## src/rtl/vigs_pkg.sv

```systemverilog
`default_nettype none

package vigs_pkg;

  localparam int MAX_DIM    = 64;
  localparam int COORD_W    = 6;
  localparam int VOX_W      = 8;
  localparam int GRAD_W     = 16;
  localparam int RES_W      = 7;
  localparam int STEP_W     = 4;
  localparam int CFG_IDX_W  = 3;
  localparam int CFG_DATA_W = 8;

  localparam int DEPTH   = MAX_DIM * MAX_DIM * MAX_DIM;
  localparam int ADDR_W  = $clog2(DEPTH);
  localparam int PLANE_W = 2 * RES_W;
  localparam int TOTAL_W = 3 * RES_W;
  localparam int OFS_W   = COORD_W + 2;
  localparam int SUM_W   = OFS_W + PLANE_W + 2;
  localparam int SLOT_W  = 3;

  // gradient: |d| * 128 / s done as |d| * ceil(2^19 / s) >> 12, exact for |d| < 256
  localparam int RECIP_SHIFT = 19;
  localparam int RECIP_W     = RECIP_SHIFT + 1;
  localparam int QUO_SHIFT   = RECIP_SHIFT - 7;
  localparam int PROD_W      = VOX_W + RECIP_W;

  typedef enum logic {
    CMD_WRITE  = 1'b0,
    CMD_SAMPLE = 1'b1
  } cmd_e;

  typedef enum logic [CFG_IDX_W-1:0] {
    CFG_RES_X     = 3'd0,
    CFG_RES_Y     = 3'd1,
    CFG_RES_Z     = 3'd2,
    CFG_ISO_LEVEL = 3'd3,
    CFG_STEP_X    = 3'd4,
    CFG_STEP_Y    = 3'd5,
    CFG_STEP_Z    = 3'd6
  } cfg_idx_e;

  // read order of one sample
  typedef enum logic [SLOT_W-1:0] {
    SLOT_CENTER = 3'd0,
    SLOT_X_LO   = 3'd1,
    SLOT_X_HI   = 3'd2,
    SLOT_Y_LO   = 3'd3,
    SLOT_Y_HI   = 3'd4,
    SLOT_Z_LO   = 3'd5,
    SLOT_Z_HI   = 3'd6
  } slot_e;

  typedef struct packed {
    logic               command;
    logic [COORD_W-1:0] coord_x;
    logic [COORD_W-1:0] coord_y;
    logic [COORD_W-1:0] coord_z;
    logic [VOX_W-1:0]   voxel_value;
  } vigs_in_t;

  typedef struct packed {
    logic                     hit;
    logic [COORD_W-1:0]       out_x;
    logic [COORD_W-1:0]       out_y;
    logic [COORD_W-1:0]       out_z;
    logic signed [GRAD_W-1:0] grad_x;
    logic signed [GRAD_W-1:0] grad_y;
    logic signed [GRAD_W-1:0] grad_z;
  } vigs_out_t;

  typedef struct packed {
    logic                    valid;
    logic                    write;
    slot_e                   slot;
    logic [COORD_W-1:0]      x;
    logic [COORD_W-1:0]      y;
    logic [COORD_W-1:0]      z;
    logic [VOX_W-1:0]        wdata;
    logic signed [OFS_W-1:0] ox;
    logic signed [OFS_W-1:0] oy;
    logic signed [OFS_W-1:0] oz;
  } vigs_op1_t;

  typedef struct packed {
    logic                    valid;
    logic                    write;
    slot_e                   slot;
    logic [COORD_W-1:0]      x;
    logic [COORD_W-1:0]      y;
    logic [COORD_W-1:0]      z;
    logic [VOX_W-1:0]        wdata;
    logic signed [SUM_W-1:0] tx;
    logic signed [SUM_W-1:0] ty;
    logic signed [SUM_W-1:0] tz;
  } vigs_op2_t;

  typedef struct packed {
    logic               valid;
    slot_e              slot;
    logic [COORD_W-1:0] x;
    logic [COORD_W-1:0] y;
    logic [COORD_W-1:0] z;
    logic [VOX_W-1:0]   data;
  } vigs_rd_t;

  function automatic logic [RES_W-1:0] eff_res(input logic [RES_W-1:0] r);
    logic [RES_W-1:0] e;
    e = r;
    if (r == '0) begin
      e = RES_W'(1);
    end else if (int'(r) > MAX_DIM) begin
      e = RES_W'(MAX_DIM);
    end
    return e;
  endfunction

  function automatic logic [STEP_W-1:0] eff_step(input logic [STEP_W-1:0] s);
    return (s == '0) ? STEP_W'(1) : s;
  endfunction

  function automatic logic [RECIP_W-1:0] step_recip(input logic [STEP_W-1:0] s);
    logic [RECIP_W-1:0] r;
    unique case (s) inside
      4'd0, 4'd1: r = RECIP_W'(524288);
      4'd2:       r = RECIP_W'(262144);
      4'd3:       r = RECIP_W'(174763);
      4'd4:       r = RECIP_W'(131072);
      4'd5:       r = RECIP_W'(104858);
      4'd6:       r = RECIP_W'(87382);
      4'd7:       r = RECIP_W'(74899);
      4'd8:       r = RECIP_W'(65536);
      4'd9:       r = RECIP_W'(58255);
      4'd10:      r = RECIP_W'(52429);
      4'd11:      r = RECIP_W'(47663);
      4'd12:      r = RECIP_W'(43691);
      4'd13:      r = RECIP_W'(40330);
      4'd14:      r = RECIP_W'(37450);
      4'd15:      r = RECIP_W'(34953);
      default:    r = RECIP_W'(524288);
    endcase
    return r;
  endfunction

endpackage

`default_nettype wire

```

## src/rtl/vigs_grad.sv

```systemverilog
`default_nettype none

module vigs_grad import vigs_pkg::*; (
  input  wire logic              clk_i,
  input  wire logic              rst_ni,
  input  wire vigs_rd_t          rd_i,
  input  wire logic [VOX_W-1:0]  iso_level_i,
  input  wire logic [STEP_W-1:0] step_x_i,
  input  wire logic [STEP_W-1:0] step_y_i,
  input  wire logic [STEP_W-1:0] step_z_i,
  output logic                   advance_o,
  output logic                   out_valid_o,
  input  wire logic              out_ready_i,
  output vigs_out_t              out_data_o
);

  logic                     hit_q;
  logic [COORD_W-1:0]       x_q, y_q, z_q;
  logic [VOX_W-1:0]         before_q;
  logic signed [GRAD_W-1:0] grad_x_q, grad_y_q;
  vigs_out_t                out_q;
  logic                     out_valid_q, out_valid_d;
  logic                     take;
  logic                     last;
  logic signed [VOX_W:0]    diff;
  logic [VOX_W:0]           mag9;
  logic [STEP_W-1:0]        step_sel;
  logic [PROD_W-1:0]        prod;
  logic [GRAD_W-1:0]        quo;
  logic signed [GRAD_W-1:0] grad_val;

  // last read of a sample may not land on an occupied result register
  assign last      = rd_i.valid && (rd_i.slot == SLOT_Z_HI);
  assign advance_o = !(last && out_valid_q && !out_ready_i);
  assign take      = rd_i.valid && advance_o;

  always_comb begin
    diff = $signed({1'b0, before_q}) - $signed({1'b0, rd_i.data});
    mag9 = diff[VOX_W] ? unsigned'(-diff) : unsigned'(diff);
    case (rd_i.slot)
      SLOT_X_HI: step_sel = step_x_i;
      SLOT_Y_HI: step_sel = step_y_i;
      default:   step_sel = step_z_i;
    endcase
    prod     = PROD_W'(mag9[VOX_W-1:0]) * PROD_W'(step_recip(step_sel));
    quo      = GRAD_W'(prod >> QUO_SHIFT);
    grad_val = diff[VOX_W] ? -$signed(quo) : $signed(quo);
  end

  always_ff @(posedge clk_i) begin
    if (take) begin
      case (rd_i.slot) inside
        SLOT_CENTER: begin
          hit_q <= (rd_i.data > iso_level_i);
          x_q   <= rd_i.x;
          y_q   <= rd_i.y;
          z_q   <= rd_i.z;
        end
        SLOT_X_LO, SLOT_Y_LO, SLOT_Z_LO: begin
          before_q <= rd_i.data;
        end
        SLOT_X_HI: grad_x_q <= grad_val;
        SLOT_Y_HI: grad_y_q <= grad_val;
        SLOT_Z_HI: begin
          out_q.hit    <= hit_q;
          out_q.out_x  <= x_q;
          out_q.out_y  <= y_q;
          out_q.out_z  <= z_q;
          out_q.grad_x <= hit_q ? grad_x_q : '0;
          out_q.grad_y <= hit_q ? grad_y_q : '0;
          out_q.grad_z <= hit_q ? grad_val : '0;
        end
        default: ;
      endcase
    end
  end

  always_comb begin
    out_valid_d = out_valid_q;
    if (take && last) begin
      out_valid_d = 1'b1;
    end else if (out_ready_i) begin
      out_valid_d = 1'b0;
    end
  end

  always_ff @(posedge clk_i or negedge rst_ni) begin
    if (!rst_ni) begin
      out_valid_q <= 1'b0;
    end else begin
      out_valid_q <= out_valid_d;
    end
  end

  assign out_valid_o = out_valid_q;
  assign out_data_o  = out_q;

endmodule

`default_nettype wire

```

## config.mk

```make
export PLATFORM = sky130hd
export DESIGN_NAME = vigs_grad
export DESIGN_NICKNAME = d
export VERILOG_FILES = /design/src/rtl/vigs_pkg.sv /design/src/rtl/vigs_grad.sv
export SDC_FILE = /design/constraint.sdc
export NUM_CORES = 1
export LEC_CHECK = 0
export BUFFER_PORTS_ARGS = -buffer_cell sky130_fd_sc_hd__buf_2
export CORE_MARGIN = 3
export CORE_UTILIZATION = 50
export CTS_CLUSTER_SIZE = 12
export DETAILED_ROUTE_END_ITERATION = 16
export GPL_TIMING_DRIVEN = 0
export PLACE_DENSITY = 0.76
export SLEW_MARGIN = 30
export SYNTH_ARGS = -nofsm -noshare
export SYNTH_HDL_FRONTEND = slang
export SYNTH_SLANG_ARGS = --single-unit
```

## constraint.sdc

```tcl
create_clock -name clk_i -period 20.6 [get_ports clk_i]
set_input_delay 4.12 -clock clk_i [delete_from_list [all_inputs] [get_ports clk_i]]
set_output_delay 4.12 -clock clk_i [all_outputs]
set_load 0.05 [all_outputs]
```

==> impl_metrics.ini <==
[worst_setup_path]
worstPathMaxFanout = 10
cp-start-kind = primary input
critPathMaxStageDelay_ns = 0.74
crit_top_cell = fa_1
worstPathRequired_ns = 20.74
crit_family = adder cells
path_depth = 30
cp_num_buf_inv = 5
crit_arrival_ns = 13.51
ff2ff_path_depth = 30
worstSetupPathType = primary input to flop
worstSetupEndpointType = flop
worst_path_max_delay_cell = o221ai_1

[layout]
num-nets-final = 1491
area_growth_pct = 15.4
diodes = 0
drive_gt1_share_pct = 17.3

[placement]
gp_congestion = 0.942
portBuffers = 121
dpl.hpwl_um = 22400

[sta]
finalClockSkew_ns = 0.00897
period_share_pct = 64.9
tns_ns = 0
hold_violations = 0
worst_pin_slew_ns = 0.972
drv_slew = 0
rsz0062_at_grt = false
max_slew_margin_pct = 35.2
fin_crit_ns = 13.37
clock.fmax_mhz = 74.8
finalSetupViolCount = 0

[job]
maxCapViolCount = 0

[logic_synthesis]
synth_top_area_cell = edfxtp_1
synth_edf_count = 126
ys_ff_latch = 127
ys.flop_type = edfxtp_1
ys_seq_area_share_pct = 34.0
ys_top_cells_by_count = inv_1 (166), nor2_1 (141), edfxtp_1 (126)
synth_area_leaders = edfxtp_1 (34%), fa_1 (19%), ha_1 (7.0%), inv_1 (5.6%), nor2_1 (4.7%)
synth_cells = 1117
synthArstFlopShare_pct = 0.787
syn_area_per_cell_um2 = 10.0
synth.net_count = 1341
yosysTopAreaCellShare_pct = 33.7
synthMostInstantiatedCell = inv_1
synth_warnings = 0
synth_cell_types = 79
netlist_area_mm2 = 0.0112

[die]
fp.dieH_um = 156
initial_core_util_pct = 51.1
dieArea_mm2 = 0.0243
core_mm2 = 0.0220
io_pins = 122
die_w_um = 156
rows = 54

[grt]
grt_max_degree = 23
grtUsageTotal_pct = 23.8
grt_first_pass_wirelength_um = 45500
use_met2_pct = 40.6
overflow = 0
top_usage_layer = met2
grt_pass1_vias = 8803
antenna_found_initial = 0
grt_util_met3_pct = 4.74
use_met1_pct = 31.0

[clock_tree]
cts_tree = yes
cts-resized-gates = 0
cts_setup_buffers = 0
cts_sinks = 127
cts-hold-fix-buffers = 0
clock-root-buffer = clkbuf_16
clockBufferDepth = 2
clkLatencyLatePin_ns = 0.41
htree_levels = 4
cts_buffers = 17
path_clk_slew_ns = 0.06

[route]
vias = 8808
drt_drc_violations_left = 0
drt-pass1-iter-count = 7
wl_per_cell_um = 18.1
vias_per_cell = 5.65
antenna_left = 0
routed_wl_um = 28200
dr.first_iter.drc_count = 718

[outcome]
outcome = completed

[min_path]
hold_class = flop to flop
hold_depth = 0
metrics by stage:
| step | utilization [%] | hold slack, ns | cell area (um^2) | instances | setup slack [ns] |
|---|---|---|---|---|---|
| after detailed placement | 56.2 | 0.405 | 12300 | 1526 | 6.94 |
| after CTS | 58.8 | 0.411 | 12900 | 1558 | 7.29 |
| after floorplan | - | 0.400 | 11200 | 1117 | 8.58 |
| final | 58.9 | 0.415 | 12900 | 1560 | 7.23 |
| after global routing | 58.9 | 0.422 | 12900 | 1560 | 6.53 |
| after global placement | 55.4 | 0.400 | 12200 | 1518 | 6.84 |
cell families (layout without fill, tap and decap cells):
kind of cell               Yosys count  in the layout  synth area share, %
and+or+nand+nor                    393            393                 17.8
buffers and inverters              201            364                 6.80
AOI/OAI and AO/OA                  187            187                 12.1
adders and majority gates          171            171                 26.3
DFF                                127            127                 34.0
xor gates and xnor gates            36             36                 2.81
muxes                                2              2                0.178
state kept, by name, indices dropped and copies added (netlist names):
name	cells
before_q	8
y_q	6
z_q	6
out_valid_o	1
grad_y_q	16
x_q	6
out_data_o	67
hit_q	1
grad_x_q	16
cells in the final DEF (no fill, tap or decap), types with 3 or more instances in the layout:
master / Yosys / layout
inv_1: 166 / 166
nor2_1: 141 / 141
buf_2: 4 / 127
edfxtp_1: 126 / 126
fa_1: 108 / 108
ha_1: 63 / 63
nand2_1: 58 / 58
and2_1: 52 / 52
a21oi_1: 43 / 41
clkbuf_1: 29 / 29
o21ai_0: 26 / 26
nor3_1: 27 / 25
nand2b_1: 25 / 25
or2_2: 21 / 21
nand3_1: 19 / 19
xnor2_1: 18 / 17
clkbuf_16: 0 / 17
a21o_1: 15 / 15
xor2_1: 18 / 15
a31oi_1: 13 / 13
nor2b_1: 9 / 9
a211oi_1: 9 / 9
o211ai_1: 8 / 8
o21ai_1: 8 / 8
o21a_1: 8 / 8
and3_1: 7 / 7
o211a_1: 6 / 6
nand4_1: 6 / 6
or3_1: 6 / 6
inv_8: 0 / 6
o31ai_1: 6 / 5
buf_4: 1 / 4
o21bai_1: 4 / 4
inv_6: 0 / 4
o221ai_1: 3 / 3
xor2_2: 0 / 3
a221oi_1: 3 / 3
a311oi_1: 3 / 3
routing by layer:
metal	part of all wire [%]	up-vias	wire (um)
met5	0	-	0
met1	42	4288	11800
met2	48	372	13600
met3	7.6	51	2140
li1	-	4097	-
met4	2.4	0	690
final cells by class:
type / instances / area [um^2]
Buffer: 35 / 140
Clock buffer: 17 / 425
Clock inverter: 15 / 160
Fill cell: 1839 / 9020
Inverter: 166 / 623
Multi-Input combinational cell: 789 / 6730
Sequential cell: 127 / 3810
Tap cell: 280 / 350
Timing Repair Buffer: 131 / 708
worst reg2reg max path, delay by kind of cell (launching register included):
family,cells,cell delay [ns]
fa+ha+maj,7,3.05
compound gates,7,2.30
buf+inv,5,0.76
xor+xnor,4,1.30
flops,1,0.35
simple gates,6,1.77
mux,1,0.12
path summary, 6_finish.rpt:
check,start,slack [ns],end
setup reg to reg,before_q[0],10.67,grad_x_q[15]
setup / recovery,rd_i[0],7.23,grad_x_q[15]
min in group asynchronous,rst_ni,3.47,out_valid_o
hold reg to reg,z_q[5],0.41,out_data_o[53]
hold / removal,z_q[5],0.41,out_data_o[53]
max in group asynchronous,rst_ni,17.04,out_valid_o
Power is left out: the tool's default activity adds up to more than one toggle a clock period on the data nets, which glitch-free logic cannot reach.
