## config.mk

```make
export PLATFORM = sky130hd
export DESIGN_NAME = vigs_seq
export DESIGN_NICKNAME = d
export VERILOG_FILES = /design/src/rtl/vigs_pkg.sv /design/src/rtl/vigs_seq.sv
export SDC_FILE = /design/constraint.sdc
export NUM_CORES = 1
export LEC_CHECK = 0
export BUFFER_PORTS_ARGS = -buffer_cell sky130_fd_sc_hd__buf_2
export CAP_MARGIN = 20
export CELL_PAD_IN_SITES_DETAIL_PLACEMENT = 1
export CELL_PAD_IN_SITES_GLOBAL_PLACEMENT = 2
export CORE_ASPECT_RATIO = 0.8
export CORE_MARGIN = 2
export CORE_UTILIZATION = 42
export DETAILED_ROUTE_END_ITERATION = 16
export PLACE_DENSITY = 0.87
export SYNTH_ARGS = -nofsm -noshare
export SYNTH_HDL_FRONTEND = slang
export SYNTH_SLANG_ARGS = --single-unit
```

## constraint.sdc

```tcl
create_clock -name clk_i -period 8.98 [get_ports clk_i]
set_input_delay 2.694 -clock clk_i [delete_from_list [all_inputs] [get_ports clk_i]]
set_output_delay 2.694 -clock clk_i [all_outputs]
set_load 0.01 [all_outputs]
```

## src/rtl/vigs_pkg.sv

```systemverilog
`default_nettype none

package vigs_pkg;

  localparam int MAX_DIM    = 64;
  localparam int COORD_W    = 6;
  localparam int VOX_W      = 8;
  localparam int GRAD_W     = 16;
  localparam int RES_W      = 7;
  localparam int STEP_W     = 4;
  localparam int CFG_IDX_W  = 3;
  localparam int CFG_DATA_W = 8;

  localparam int DEPTH   = MAX_DIM * MAX_DIM * MAX_DIM;
  localparam int ADDR_W  = $clog2(DEPTH);
  localparam int PLANE_W = 2 * RES_W;
  localparam int TOTAL_W = 3 * RES_W;
  localparam int OFS_W   = COORD_W + 2;
  localparam int SUM_W   = OFS_W + PLANE_W + 2;
  localparam int SLOT_W  = 3;

  // gradient: |d| * 128 / s done as |d| * ceil(2^19 / s) >> 12, exact for |d| < 256
  localparam int RECIP_SHIFT = 19;
  localparam int RECIP_W     = RECIP_SHIFT + 1;
  localparam int QUO_SHIFT   = RECIP_SHIFT - 7;
  localparam int PROD_W      = VOX_W + RECIP_W;

  typedef enum logic {
    CMD_WRITE  = 1'b0,
    CMD_SAMPLE = 1'b1
  } cmd_e;

  typedef enum logic [CFG_IDX_W-1:0] {
    CFG_RES_X     = 3'd0,
    CFG_RES_Y     = 3'd1,
    CFG_RES_Z     = 3'd2,
    CFG_ISO_LEVEL = 3'd3,
    CFG_STEP_X    = 3'd4,
    CFG_STEP_Y    = 3'd5,
    CFG_STEP_Z    = 3'd6
  } cfg_idx_e;

  // read order of one sample
  typedef enum logic [SLOT_W-1:0] {
    SLOT_CENTER = 3'd0,
    SLOT_X_LO   = 3'd1,
    SLOT_X_HI   = 3'd2,
    SLOT_Y_LO   = 3'd3,
    SLOT_Y_HI   = 3'd4,
    SLOT_Z_LO   = 3'd5,
    SLOT_Z_HI   = 3'd6
  } slot_e;

  typedef struct packed {
    logic               command;
    logic [COORD_W-1:0] coord_x;
    logic [COORD_W-1:0] coord_y;
    logic [COORD_W-1:0] coord_z;
    logic [VOX_W-1:0]   voxel_value;
  } vigs_in_t;

  typedef struct packed {
    logic                     hit;
    logic [COORD_W-1:0]       out_x;
    logic [COORD_W-1:0]       out_y;
    logic [COORD_W-1:0]       out_z;
    logic signed [GRAD_W-1:0] grad_x;
    logic signed [GRAD_W-1:0] grad_y;
    logic signed [GRAD_W-1:0] grad_z;
  } vigs_out_t;

  typedef struct packed {
    logic                    valid;
    logic                    write;
    slot_e                   slot;
    logic [COORD_W-1:0]      x;
    logic [COORD_W-1:0]      y;
    logic [COORD_W-1:0]      z;
    logic [VOX_W-1:0]        wdata;
    logic signed [OFS_W-1:0] ox;
    logic signed [OFS_W-1:0] oy;
    logic signed [OFS_W-1:0] oz;
  } vigs_op1_t;

  typedef struct packed {
    logic                    valid;
    logic                    write;
    slot_e                   slot;
    logic [COORD_W-1:0]      x;
    logic [COORD_W-1:0]      y;
    logic [COORD_W-1:0]      z;
    logic [VOX_W-1:0]        wdata;
    logic signed [SUM_W-1:0] tx;
    logic signed [SUM_W-1:0] ty;
    logic signed [SUM_W-1:0] tz;
  } vigs_op2_t;

  typedef struct packed {
    logic               valid;
    slot_e              slot;
    logic [COORD_W-1:0] x;
    logic [COORD_W-1:0] y;
    logic [COORD_W-1:0] z;
    logic [VOX_W-1:0]   data;
  } vigs_rd_t;

  function automatic logic [RES_W-1:0] eff_res(input logic [RES_W-1:0] r);
    logic [RES_W-1:0] e;
    e = r;
    if (r == '0) begin
      e = RES_W'(1);
    end else if (int'(r) > MAX_DIM) begin
      e = RES_W'(MAX_DIM);
    end
    return e;
  endfunction

  function automatic logic [STEP_W-1:0] eff_step(input logic [STEP_W-1:0] s);
    return (s == '0) ? STEP_W'(1) : s;
  endfunction

  function automatic logic [RECIP_W-1:0] step_recip(input logic [STEP_W-1:0] s);
    logic [RECIP_W-1:0] r;
    unique case (s) inside
      4'd0, 4'd1: r = RECIP_W'(524288);
      4'd2:       r = RECIP_W'(262144);
      4'd3:       r = RECIP_W'(174763);
      4'd4:       r = RECIP_W'(131072);
      4'd5:       r = RECIP_W'(104858);
      4'd6:       r = RECIP_W'(87382);
      4'd7:       r = RECIP_W'(74899);
      4'd8:       r = RECIP_W'(65536);
      4'd9:       r = RECIP_W'(58255);
      4'd10:      r = RECIP_W'(52429);
      4'd11:      r = RECIP_W'(47663);
      4'd12:      r = RECIP_W'(43691);
      4'd13:      r = RECIP_W'(40330);
      4'd14:      r = RECIP_W'(37450);
      4'd15:      r = RECIP_W'(34953);
      default:    r = RECIP_W'(524288);
    endcase
    return r;
  endfunction

endpackage

`default_nettype wire

```

## src/rtl/vigs_seq.sv

```systemverilog
`default_nettype none

module vigs_seq import vigs_pkg::*; (
  input  wire logic               clk_i,
  input  wire logic               rst_ni,
  input  wire logic               in_valid_i,
  output logic                    in_ready_o,
  input  wire vigs_in_t           in_data_i,
  input  wire logic               advance_i,
  input  wire logic [STEP_W-1:0]  step_x_i,
  input  wire logic [STEP_W-1:0]  step_y_i,
  input  wire logic [STEP_W-1:0]  step_z_i,
  input  wire logic [RES_W-1:0]   res_x_i,
  input  wire logic [PLANE_W-1:0] plane_i,
  output vigs_op2_t               op2_o
);

  typedef enum logic [1:0] {
    ST_IDLE   = 2'b01,
    ST_SAMPLE = 2'b10
  } state_e;

  state_e    state_q, state_d;
  slot_e     slot_q, slot_d;
  vigs_in_t  item_q, item_d;
  vigs_op1_t op1_q, op1_d;
  vigs_op2_t op2_q, op2_d;
  vigs_in_t  src;
  slot_e     emit_slot;
  logic      emit_valid;
  logic      emit_write;
  logic      accept;

  assign in_ready_o = advance_i && (state_q == ST_IDLE);
  assign accept     = in_valid_i && in_ready_o;

  // at most one memory transaction per cycle while advance_i is high: a write, or one of the seven sample reads
  always_comb begin
    emit_valid = 1'b0;
    emit_write = 1'b0;
    emit_slot  = slot_q;
    src        = item_q;
    unique case (state_q)
      ST_IDLE: begin
        src        = in_data_i;
        emit_valid = accept;
        emit_write = (in_data_i.command == CMD_WRITE);
        emit_slot  = SLOT_CENTER;
      end
      ST_SAMPLE: begin
        emit_valid = 1'b1;
      end
      default: begin
        emit_valid = 1'b0;
      end
    endcase
  end

  always_comb begin
    op1_d       = '0;
    op1_d.valid = emit_valid;
    op1_d.write = emit_write;
    op1_d.slot  = emit_slot;
    op1_d.x     = src.coord_x;
    op1_d.y     = src.coord_y;
    op1_d.z     = src.coord_z;
    op1_d.wdata = src.voxel_value;
    op1_d.ox    = $signed(OFS_W'(src.coord_x));
    op1_d.oy    = $signed(OFS_W'(src.coord_y));
    op1_d.oz    = $signed(OFS_W'(src.coord_z));
    case (emit_slot)
      SLOT_X_LO: op1_d.ox = op1_d.ox - $signed(OFS_W'(step_x_i));
      SLOT_X_HI: op1_d.ox = op1_d.ox + $signed(OFS_W'(step_x_i));
      SLOT_Y_LO: op1_d.oy = op1_d.oy - $signed(OFS_W'(step_y_i));
      SLOT_Y_HI: op1_d.oy = op1_d.oy + $signed(OFS_W'(step_y_i));
      SLOT_Z_LO: op1_d.oz = op1_d.oz - $signed(OFS_W'(step_z_i));
      SLOT_Z_HI: op1_d.oz = op1_d.oz + $signed(OFS_W'(step_z_i));
      default: ;
    endcase
  end

  always_comb begin
    state_d = state_q;
    slot_d  = slot_q;
    item_d  = item_q;
    if (advance_i) begin
      unique case (state_q)
        ST_IDLE: begin
          if (accept && in_data_i.command == CMD_SAMPLE) begin
            state_d = ST_SAMPLE;
            slot_d  = SLOT_X_LO;
            item_d  = in_data_i;
          end
        end
        ST_SAMPLE: begin
          if (slot_q == SLOT_Z_HI) begin
            state_d = ST_IDLE;
          end else begin
            slot_d = slot_e'(slot_q + SLOT_W'(1));
          end
        end
        default: begin
          state_d = ST_IDLE;
        end
      endcase
    end
  end

  // linear index terms
  always_comb begin
    op2_d       = '0;
    op2_d.valid = op1_q.valid;
    op2_d.write = op1_q.write;
    op2_d.slot  = op1_q.slot;
    op2_d.x     = op1_q.x;
    op2_d.y     = op1_q.y;
    op2_d.z     = op1_q.z;
    op2_d.wdata = op1_q.wdata;
    op2_d.tx    = SUM_W'(op1_q.ox);
    op2_d.ty    = SUM_W'(op1_q.oy) * $signed(SUM_W'(res_x_i));
    op2_d.tz    = SUM_W'(op1_q.oz) * $signed(SUM_W'(plane_i));
  end

  always_ff @(posedge clk_i or negedge rst_ni) begin
    if (!rst_ni) begin
      state_q <= ST_IDLE;
      slot_q  <= SLOT_CENTER;
      op1_q   <= '0;
      op2_q   <= '0;
    end else begin
      state_q <= state_d;
      slot_q  <= slot_d;
      if (advance_i) begin
        op1_q <= op1_d;
        op2_q <= op2_d;
      end
    end
  end

  always_ff @(posedge clk_i) begin
    item_q <= item_d;
  end

  assign op2_o = op2_q;

endmodule

`default_nettype wire

```

==> results.sh <==
export IMPL_synth_distinct_cells=71
export IMPL_final_setup_worst_slack_ps=2220
export IMPL_synth_area_leaders="dfrtp_1 25%, fa_1 18%, ha_1 10%"
export IMPL_ys_ff_latch=164
export IMPL_worstMarginPinSlew_ps=857
export IMPL_remaining_drc_errors=0
export IMPL_grt_max_degree=83
export IMPL_gr_total_overflow=0
export IMPL_cts_root_buf="clkbuf_16"
export IMPL_hold_path_class="flop to flop"
export IMPL_ant_nets=0
export IMPL_layout_common_cells="217 x inv_1, 165 x buf_2, 137 x dfrtp_1, 125 x fa_1, 115 x ha_1"
export IMPL_cp_slowest_cell="fa_1"
export IMPL_antenna_found_initial=3
export IMPL_worstPathCellList="buf_2, nand2_1, fa_1, fa_1, inv_1, fa_1, inv_1, fa_1, inv_1, ha_1, o211ai_1, o21ai_1, o21ai_1, o21bai_1, xor2_1, mux2_2"
export IMPL_finalHoldViolCount=0
export IMPL_outcome="complete, no violations"
export IMPL_num_nets_final=1808
export IMPL_die_x_um=208
export IMPL_cts_hold_repair_buffers=0
export IMPL_slew_viol_final=0
export IMPL_synth_cells=1378
export IMPL_cpPeakStageDelay_ps=540
export IMPL_dpl_cell_count=1911
export IMPL_fp_row_count=59
export IMPL_die_h_um=167
export IMPL_synth_edf_count=26
export IMPL_synth_area_mm2=0.0139
export IMPL_period_minus_slack_ps=6760
export IMPL_start_util_pct=42.7
export IMPL_fill_cells=3723
export IMPL_avgRoutedWirePerCell_um=18.0
export IMPL_gp_congestion=0.822
export IMPL_fin_cells=1945
export IMPL_skew_ps=10.1
export IMPL_syn_nets=1683
export IMPL_avgSynthCellArea_um2=10.1
export IMPL_final_common_cell="inv_1"
export IMPL_yosysSeqAreaShare_pct=30.4
export IMPL_fp_coreArea_mm2=0.0326
export IMPL_syn_to_final_growth_pct=11.9
export IMPL_grt_pass1_wl_mm=58.9
export IMPL_ys_warn_count=0
export IMPL_maxCapViolCount=0
export IMPL_dr_first_iter_drc_count=396
export IMPL_grt_usage_pct=21.2
export IMPL_min_period_over_period_pct=75.3
export IMPL_die_area_mm2=0.0347
export IMPL_first_pass_iters=4
export IMPL_criticalPathCategory="input port to flop"
export IMPL_htree_levels=4
export IMPL_cts_buffer_depth=2
export IMPL_clkTransAtPathRegs_ps=70
export IMPL_portBuffers=167
export IMPL_ios=168
export IMPL_fmax_mhz=148
export IMPL_final_setup_viol_count=0
export IMPL_cts_setup_buffers=0
export IMPL_yosysTopAreaCellShare_pct=24.6
export IMPL_crit_top_cell="fa_1"
export IMPL_critPathCaptureType="flop"
export IMPL_synth_largest_area_cell="dfrtp_1"
export IMPL_crit_path_max_fanout=8
export IMPL_place_ws_ps=1780
export IMPL_ys_async_sr_fraction_pct=84.1
export IMPL_dpl_hpwl_mm=27.1
export IMPL_post_cts_resized=0
export IMPL_via_per_inst=5.19
export IMPL_vias=10100
export IMPL_cts_sinks=164
export IMPL_clkLatencyLatePin_ps=450
export IMPL_layout_drive_gt1_share_pct=19.9
export IMPL_start_kind="input port"
export IMPL_setup_tns_ps=0
export IMPL_grt_pass1_vias=11100
export IMPL_slew_headroom_pct=42.8
export IMPL_cp_arrival_ps=7100
export IMPL_required_ps=9310
export IMPL_cts_tree="done"
export IMPL_synth_ff_type="dfrtp_1"
export IMPL_rsz0062_at_grt="no"
export IMPL_drt_total_wl_mm=35.0
export IMPL_cts_made_buffers=17
export IMPL_rrSetupSlack_ps=3790
## metal layers
layer  vias to the layer above  GRT usage (%)  wire length (um)
met5                         -              0                25
met4                         4           3.55               233
met3                        24           5.49              1880
met2                       164           34.7             16500
met1                      5157           29.0             16400
li1                       4739              -                 -
## cell families after synthesis
family,after synthesis,synth area share [%]
adder cells (fa/ha/maj),241,28.4
multiplexers,98,7.69
XOR/XNOR,32,2.01
flip-flops,164,30.4
AND/OR/NAND/NOR,345,13.2
AO/OA/AOI/OAI,212,9.68
buffers and inverters,286,8.67
## worst max-delay path: cells and delay by family
family	cells	cell delay (ps)
compound gates	4	1080
xor+xnor	1	170
fa+ha+maj	5	2450
buf+inv	4	300
mux	1	270
simple gates	1	90
## registers in the layout, indices dropped and copies added, names as in the netlist
| signal | count |
|---|---|
| state_q | 2 |
| item_q | 26 |
| op2_o | 78 |
| op1_q | 55 |
| slot_q | 3 |
## Yosys cell counts (4+ instances only)
master    instances
clkbuf_1         29
o21a_1            8
nand4_1           7
nand2b_1          6
o211ai_1          5
ha_1            116
nor2_1           87
a21oi_1          77
inv_1           217
nor2b_1           5
a221oi_1          5
fa_1            125
and2_1          114
nand3_1          14
mux2i_1          28
nor3_1            6
buf_4            28
nand2_1          78
mux2_2           69
xnor2_1          20
a21o_1           14
o21bai_1          7
a31oi_1          10
nand3b_1          4
o31ai_1           4
or4b_4            4
a211oi_1          7
o22ai_1           5
dfrtp_1         137
xor2_1           12
o21ai_0          37
edfxtp_1         26
buf_2             4
## final timing paths
check / depth (start not counted) / start / end
min reg2reg: 1 / op2_o[7]$_DFFE_PN0P_ / op2_o[7]$_DFFE_PN0P_
min: 1 / op2_o[7]$_DFFE_PN0P_ / op2_o[7]$_DFFE_PN0P_
max in group asynchronous: 2 / rst_ni / op2_o[26]$_DFFE_PN0P_
max reg2reg: 15 / op1_q[7]$_DFFE_PN0P_ / op2_o[22]$_DFFE_PN0P_
min in group asynchronous: 1 / rst_ni / op2_o[75]$_DFFE_PN0P_
max: 16 / plane_i[5] / op2_o[16]$_DFFE_PN0P_
## stage by stage
stage / hold slack, ps / cell area, um^2 / util (%)
3_5_place_dp: 475 / 15000 / 45.9
6_report: 489 / 15600 / 47.8
4_1_cts: 491 / 15600 / 47.8
5_1_grt: 520 / 15600 / 47.8
3_3_place_gp: 461 / 15000 / 45.9
2_1_floorplan: 446 / 13900 / -
## final cells by class
cell class | count | area (um^2) | share of cell area (%)
Multi-Input combinational cell | 928 | 8500 | 54.5
Sequential cell | 164 | 4240 | 27.2
Timing Repair Buffer | 173 | 893 | 5.73
Inverter | 219 | 825 | 5.29
Tap cell | 427 | 534 | 3.43
Clock buffer | 18 | 439 | 2.82
Clock inverter | 14 | 164 | 1.05
Antenna cell | 2 | 5.00 | 0.0321
Power is left out: the tool's default activity adds up to more than one toggle a clock period on the data nets, which glitch-free logic cannot reach.
